**config.mk**
```make
export PLATFORM = sky130hd
export DESIGN_NAME = vn_sqrt
export DESIGN_NICKNAME = d
export VERILOG_FILES = /design/src/hw/rtl/vn_pkg.sv /design/src/hw/rtl/vn_sqrt.sv
export SDC_FILE = /design/constraint.sdc
export NUM_CORES = 2
export LEC_CHECK = 0
export BUFFER_PORTS_ARGS = -buffer_cell sky130_fd_sc_hd__buf_2
export CAP_MARGIN = 30
export CORE_MARGIN = 2
export CORE_UTILIZATION = 60
export CTS_BUF_LIST = sky130_fd_sc_hd__clkbuf_8
export CTS_CLUSTER_SIZE = 12
export DETAILED_ROUTE_END_ITERATION = 10
export PLACE_DENSITY = 0.8
export SLEW_MARGIN = 20
export SYNTH_ARGS = -nofsm -noshare
export SYNTH_HDL_FRONTEND = slang
export SYNTH_SLANG_ARGS = --single-unit
```
**constraint.sdc**
```tcl
create_clock -name clk -period 8.8 [get_ports clk]
set_input_delay 0.88 -clock clk [delete_from_list [all_inputs] [get_ports clk]]
set_output_delay 0.88 -clock clk [all_outputs]
set_load 0.02 [all_outputs]
```
**src/hw/rtl/vn_pkg.sv**
```systemverilog
// Shared constants for the vector normalize pipeline.
package vn_pkg;

    // Default component width (Q15.16 at 32 bits)
    localparam int COMP_WIDTH_DEFAULT = 32;

    // Result format: signed Q1.30
    localparam int UNIT_WIDTH = 32;
    localparam int UNIT_FRAC  = 30;

    // Quotient bits, bit UNIT_FRAC down to bit 0
    localparam int QUOT_WIDTH = UNIT_FRAC + 1;

    // Pipeline depth ahead of the square root: abs, partial products,
    // per-component squares, sum of squares
    localparam int SQUARE_STAGES = 4;

endpackage

```
**src/hw/rtl/vn_sqrt.sv**
```systemverilog
// Integer square root, one root bit per pipeline stage.
module vn_sqrt
    import vn_pkg::*;
#(
    parameter int W      = COMP_WIDTH_DEFAULT,
    parameter int SIDE_W = 1
)
(
    input  logic              clk,
    input  logic              rst_n,
    input  logic              in_valid,
    input  logic [2*W:0]      in_sum,
    input  logic [SIDE_W-1:0] in_side,
    output logic              out_valid,
    output logic [W-1:0]      out_root,
    output logic [SIDE_W-1:0] out_side
);

    localparam int SW = 2 * W + 1;
    localparam int TW = SW + 2;

    // Index i holds the input of stage i; index W holds the final result
    logic [SW-1:0]     rem_reg  [W+1];
    logic [W-1:0]      root_reg [W+1];
    logic [SIDE_W-1:0] side_reg [W+1];
    logic [W:0]        vld_reg;

    assign rem_reg[0]  = in_sum;
    assign root_reg[0] = '0;
    assign side_reg[0] = in_side;
    assign vld_reg[0]  = in_valid;

    for (genvar i = 0; i < W; i++)
    begin : g_stage
        localparam int B = W - 1 - i;
        logic [TW-1:0] trial;
        logic          take;

        // Try setting root bit B: (r + 2^B)^2 - r^2 against the remainder
        assign trial = (TW'(root_reg[i]) << (B + 1)) + (TW'(1) << (2 * B));
        assign take  = (TW'(rem_reg[i]) >= trial);

        always_ff @(posedge clk or negedge rst_n)
        begin
            if (!rst_n)
            begin
                vld_reg[i+1] <= 1'b0;
            end
            else
            begin
                vld_reg[i+1] <= vld_reg[i];
            end
        end

        always_ff @(posedge clk)
        begin
            rem_reg[i+1]  <= take ? SW'(TW'(rem_reg[i]) - trial) : rem_reg[i];
            root_reg[i+1] <= root_reg[i] | (W'(take) << B);
            side_reg[i+1] <= side_reg[i];
        end
    end

    assign out_valid = vld_reg[W];
    assign out_root  = root_reg[W];
    assign out_side  = side_reg[W];

endmodule

```
==> results <==
- The final weighted congestion of routability-driven global placement is 0.962.
- The worst setup slack after placement is ~4.5 ns.
- The DRC violation count after routing is 0.
- The highest clock frequency the design can meet is 0.222 GHz.
- The register with the most flip-flops in the layout has 2015 of them.
- Data on the critical path arrives at its endpoint at 5.40 ns.
- The setup total negative slack is 0 ns.
- The endpoint of the most critical register-to-register path is rem_reg[318].
- The post-synthesis instance total is 9829.
- The initial antenna violation count is 15.
- The async set or reset register ratio after synthesis is under 10%.
- The initial utilization of the core area, before any placement, comes to approximately three fifths.
- The depth of the CTS H-tree is 5.
- The measured slew at the worst slew-check pin is 1.08 ns.
- The final hold violation count is 0.
- Along the worst path, the maximum fanout reaches 7.
- TritonCTS built the clock tree.
- The fraction of post-synthesis cell area in the top cell type by area is a little over half.
- The pre-antenna-repair detailed-routing pass consisted of 6 iterations.
- The final route contains 73552 vias.
- In this run the count of I/O pins placed on the die edge is 103.
- Synthesis instantiated 93 different standard cells from the library.
- The total routing resource utilization after global routing is 30.0%.
- The classification of the worst-slack hold path is in2reg.
- Synthesis inferred between 2000 and 3000 register bits.
- Port buffering added 102 buffers.
- The delay contributed by the slowest stage of the critical path is slightly above 0.6 ns.
- The number of placed cells counting well taps is 11948.
- The average cell area after synthesis is 10.0 um2.
- No sink is reached through more buffers than the 4 on the longest clock path.
- The largest net degree at the start of global routing is 61.
- The TritonCTS sink count is 2607.
- VDD sags by at most 270 uV.
- The most used flip-flop cell after synthesis is sky130_fd_sc_hd__dfxtp_1.
- The data required time of the critical path is around 9.7 ns.
- The die is 409 um wide.
- The area of the core is 0.163 mm2.
- After clock tree synthesis, the clock-pin slew on the worst setup and hold paths is approximately 0.06 ns.
- Ranked by total cell area, the synthesized netlist is headed by sky130_fd_sc_hd__dfxtp_1 (52%), sky130_fd_sc_hd__ha_1 (7.1%), sky130_fd_sc_hd__xnor2_1 (4.4%).
- After detailed routing, the total wire length is 258000 um.
- The hold-critical path depth is 3.
- The insertion delay to the later sink of the worst-skew pair is 1.11 ns.
- The smallest clock period supported by the final layout is computed as 4.51 ns.
- When the netlist entered floorplanning its net count stood at approximately 10000.
- STA classifies the critical path startpoint as a flip-flop.
- The worst pin sits at a relative slew slack of roughly 28%.
- The worst setup path is captured at a flip-flop.
- The Yosys step of the flow raised 0 warnings.
- The via count of the first global-routing pass was 73365.
- The worst hold path begins at in_sum[64].
- Among all stages on the critical path, the largest delay is contributed by sky130_fd_sc_hd__a2111oi_2.
- The number of buffers added by the clock tree synthesis step is around 400.
- Once detail routing completed, the nets flagged for antenna violations numbered 0.
- The number of cells traversed by the worst register-to-register path is 12.
- The first global-routing pass estimated 401000 um of wire.
- Max-cap violations in this run came to 0.
- The worst flop-to-flop path startpoint is root_reg[166].
- For this design the static power due to leakage is 50.9 nW.
- The critical path class is reg2reg.
- On the final layout, the worst clock skew is ~0.14 ns.
- The post-route worst hold slack is 0.0974 ns.
- The root buffer cell chosen for the clock tree is sky130_fd_sc_hd__clkbuf_8.
- The estimated wirelength of the detail-placed design is 188000 um.
- The fraction of final layout cells sized beyond drive strength 1 is 8.69%.
- The count of routing violations after the opening detailed-route iteration is 6056.
- The worst-case register-to-register setup slack is between 4 and 5 ns.
- Measured along the y axis, the die boundary spans 409 um.
- The mapped cell area is 0.0985 mm2.
- The signal on the critical path passes through inv_1, ha_1, nor4b_1, nand2_1, or4_1, nor3_1, a2111oi_0, o211a_1, a2111oi_2, buf_2, nand4_1, xnor2_1.
- The count of flip-flops with a built-in enable after synthesis is 0.
- Row generation in the floorplan step produced 148 rows.
- Setup violations remaining at the end of the flow were counted as 0.
- The final clock period utilization by the worst path is 51.3%.
- The hold-critical path endpoint is rem_reg[2079].
- The full die area is 0.167 mm2.
- In this run the post-CTS setup repair buffer count came out at 0.
- The total count of max-transition violations in the final report came to 0.
- Setup repair after global routing left no endpoint under its margin.
- Setup slack on the critical path of the routed design comes to around 4.3 ns.
- The run finished with clean final reports.
- The total congestion overflow after global routing is 0.
- The largest total area in the synthesized netlist belongs to sky130_fd_sc_hd__dfxtp_1.
- Compared with the post-synthesis result, the final layout area differs by 12.0%.
- The power density normalized to cell area is 314 mW/mm2.
- The sequential area share after synthesis is 53.2%.
- At the end of the flow, the number of nets in the layout was between 10000 and 15000.
- At the end of the flow the core is filled with cells to 67.7%.
- The number of standard cells in the layout, taps in and fillers out is 12727.
- The detailed-route wire length per cell is 20.2 um.
- The detail-routed via count per cell is 5.78.
==> Yosys cell counts, types with 49 or more instances <==
| cell | count |
|---|---|
| sky130_fd_sc_hd__nand3_1 | 166 |
| sky130_fd_sc_hd__nand2_1 | 599 |
| sky130_fd_sc_hd__nor2b_1 | 79 |
| sky130_fd_sc_hd__a21oi_1 | 616 |
| sky130_fd_sc_hd__xor2_1 | 403 |
| sky130_fd_sc_hd__clkbuf_1 | 164 |
| sky130_fd_sc_hd__nor2_1 | 668 |
| sky130_fd_sc_hd__o21bai_1 | 50 |
| sky130_fd_sc_hd__nand2b_1 | 107 |
| sky130_fd_sc_hd__and3_1 | 49 |
| sky130_fd_sc_hd__xnor2_1 | 493 |
| sky130_fd_sc_hd__nor3_1 | 243 |
| sky130_fd_sc_hd__ha_1 | 558 |
| sky130_fd_sc_hd__o21a_1 | 102 |
| sky130_fd_sc_hd__inv_1 | 709 |
| sky130_fd_sc_hd__o31ai_1 | 50 |
| sky130_fd_sc_hd__or3_1 | 105 |
| sky130_fd_sc_hd__a21o_1 | 223 |
| sky130_fd_sc_hd__mux2_2 | 81 |
| sky130_fd_sc_hd__or4_1 | 78 |
| sky130_fd_sc_hd__nor4b_1 | 61 |
| sky130_fd_sc_hd__o21ai_0 | 408 |
| sky130_fd_sc_hd__dfxtp_1 | 2575 |
| sky130_fd_sc_hd__nand4_1 | 183 |
| sky130_fd_sc_hd__nor4_1 | 360 |
==> final cells by class <==
class	count	area [um2]
Multi-Input combinational cell	6318	42800
Clock inverter	187	1340
Sequential cell	2607	52400
Antenna cell	16	40.0
Clock buffer	502	6910
Tap cell	2175	2720
Fill cell	12175	52600
Timing Repair Buffer	209	1500
Inverter	713	2680
==> metal layers <==
metal	GRT usage (%)	vias up	part of all wire (%)
li1	-	35255	-
met1	38.2	35214	42
met2	50.7	2464	48
met3	5.35	617	6.2
met4	11.5	2	3.5
met5	0	-	0.0050
==> logic make-up (layout without fill, tap and decap cells) <==
logic type | after synthesis | in the layout | synth area share (%)
AND/OR/NAND/NOR | 2950 | 2950 | 15.7
flip-flops | 2607 | 2607 | 53.2
AO/OA/AOI/OAI | 1822 | 1822 | 11.6
buffers and inverters | 904 | 1611 | 3.48
XOR/XNOR | 896 | 896 | 7.97
adder cells (fa/ha/maj) | 558 | 558 | 7.09
multiplexers | 92 | 92 | 1.04
other | 0 | 16 | 0
==> critical path: cells and delay by family, from the launching register on <==
family,cells,cell delay [ns]
flip-flops,1,0.32
buffers and inverters,2,0.34
AND/OR/NAND/NOR,5,1.87
XOR/XNOR,1,0.17
adder cells (fa/ha/maj),1,0.33
AO/OA/AOI/OAI,3,1.27
==> where the power goes <==
| group | internal (mW) | switching [mW] |
|---|---|---|
| Clock | 5.67 | 4.66 |
| Sequential | 14.3 | 2.39 |
| Combinational | 3.39 | 4.27 |
==> repair_timing <==
| item | 4_1_cts | 5_1_grt |
|---|---|---|
| hold buffers | 68 | 0 |
| gates resized for setup | 0 | 0 |
| endpoints found under the hold margin | 98 | 0 |
==> worst max-delay path by stage <==
stage | from | end | slack (ns) | depth (start not counted)
finish | root_reg[166] | rem_reg[318] | 4.29 | 12
floorplan | root_reg[165] | rem_reg[312] | 5.29 | 11
global route | root_reg[232] | rem_reg[440] | 4.03 | 12
global placement | root_reg[255] | rem_reg[436] | 3.97 | 12
detailed placement | root_reg[232] | rem_reg[440] | 4.51 | 12
CTS | root_reg[232] | rem_reg[440] | 4.39 | 12
==> placed cells by master, fill, tap and decap left out, types with 25 or more instances in the layout <==
master,n
sky130_fd_sc_hd__dlygate4sd3_1,68
sky130_fd_sc_hd__xnor2_1,493
sky130_fd_sc_hd__nand4_1,183
sky130_fd_sc_hd__nand3_1,166
sky130_fd_sc_hd__nor4_1,358
sky130_fd_sc_hd__clkbuf_8,502
sky130_fd_sc_hd__dfrtp_1,32
sky130_fd_sc_hd__or4_1,78
sky130_fd_sc_hd__clkinv_2,51
sky130_fd_sc_hd__xor2_1,403
sky130_fd_sc_hd__or3_1,105
sky130_fd_sc_hd__and2_1,34
sky130_fd_sc_hd__nand2_1,599
sky130_fd_sc_hd__or2_2,45
sky130_fd_sc_hd__buf_2,107
sky130_fd_sc_hd__o21ai_0,406
sky130_fd_sc_hd__a211oi_1,47
sky130_fd_sc_hd__nand3b_1,40
sky130_fd_sc_hd__nor2b_1,79
sky130_fd_sc_hd__a21o_1,223
sky130_fd_sc_hd__and3_1,49
sky130_fd_sc_hd__nor2_1,668
sky130_fd_sc_hd__nand2b_1,107
sky130_fd_sc_hd__a21oi_1,616
sky130_fd_sc_hd__a31oi_1,41
sky130_fd_sc_hd__dfxtp_1,2575
sky130_fd_sc_hd__o211ai_1,37
sky130_fd_sc_hd__inv_1,813
sky130_fd_sc_hd__mux2_2,81
sky130_fd_sc_hd__o31ai_1,48
sky130_fd_sc_hd__ha_1,558
sky130_fd_sc_hd__o21bai_1,50
sky130_fd_sc_hd__buf_4,25
sky130_fd_sc_hd__nor3b_1,27
sky130_fd_sc_hd__nor3_1,243
sky130_fd_sc_hd__o21a_1,102
sky130_fd_sc_hd__nor4b_1,61
==> stage by stage <==
step	power (mW)	cell area [um2]
2_1_floorplan	21.8	98500
3_3_place_gp	24.1	101000
3_5_place_dp	24.3	101000
4_1_cts	34.6	110000
5_1_grt	36.4	110000
6_report	34.7	110000
(Power assumes the default switching activity.)
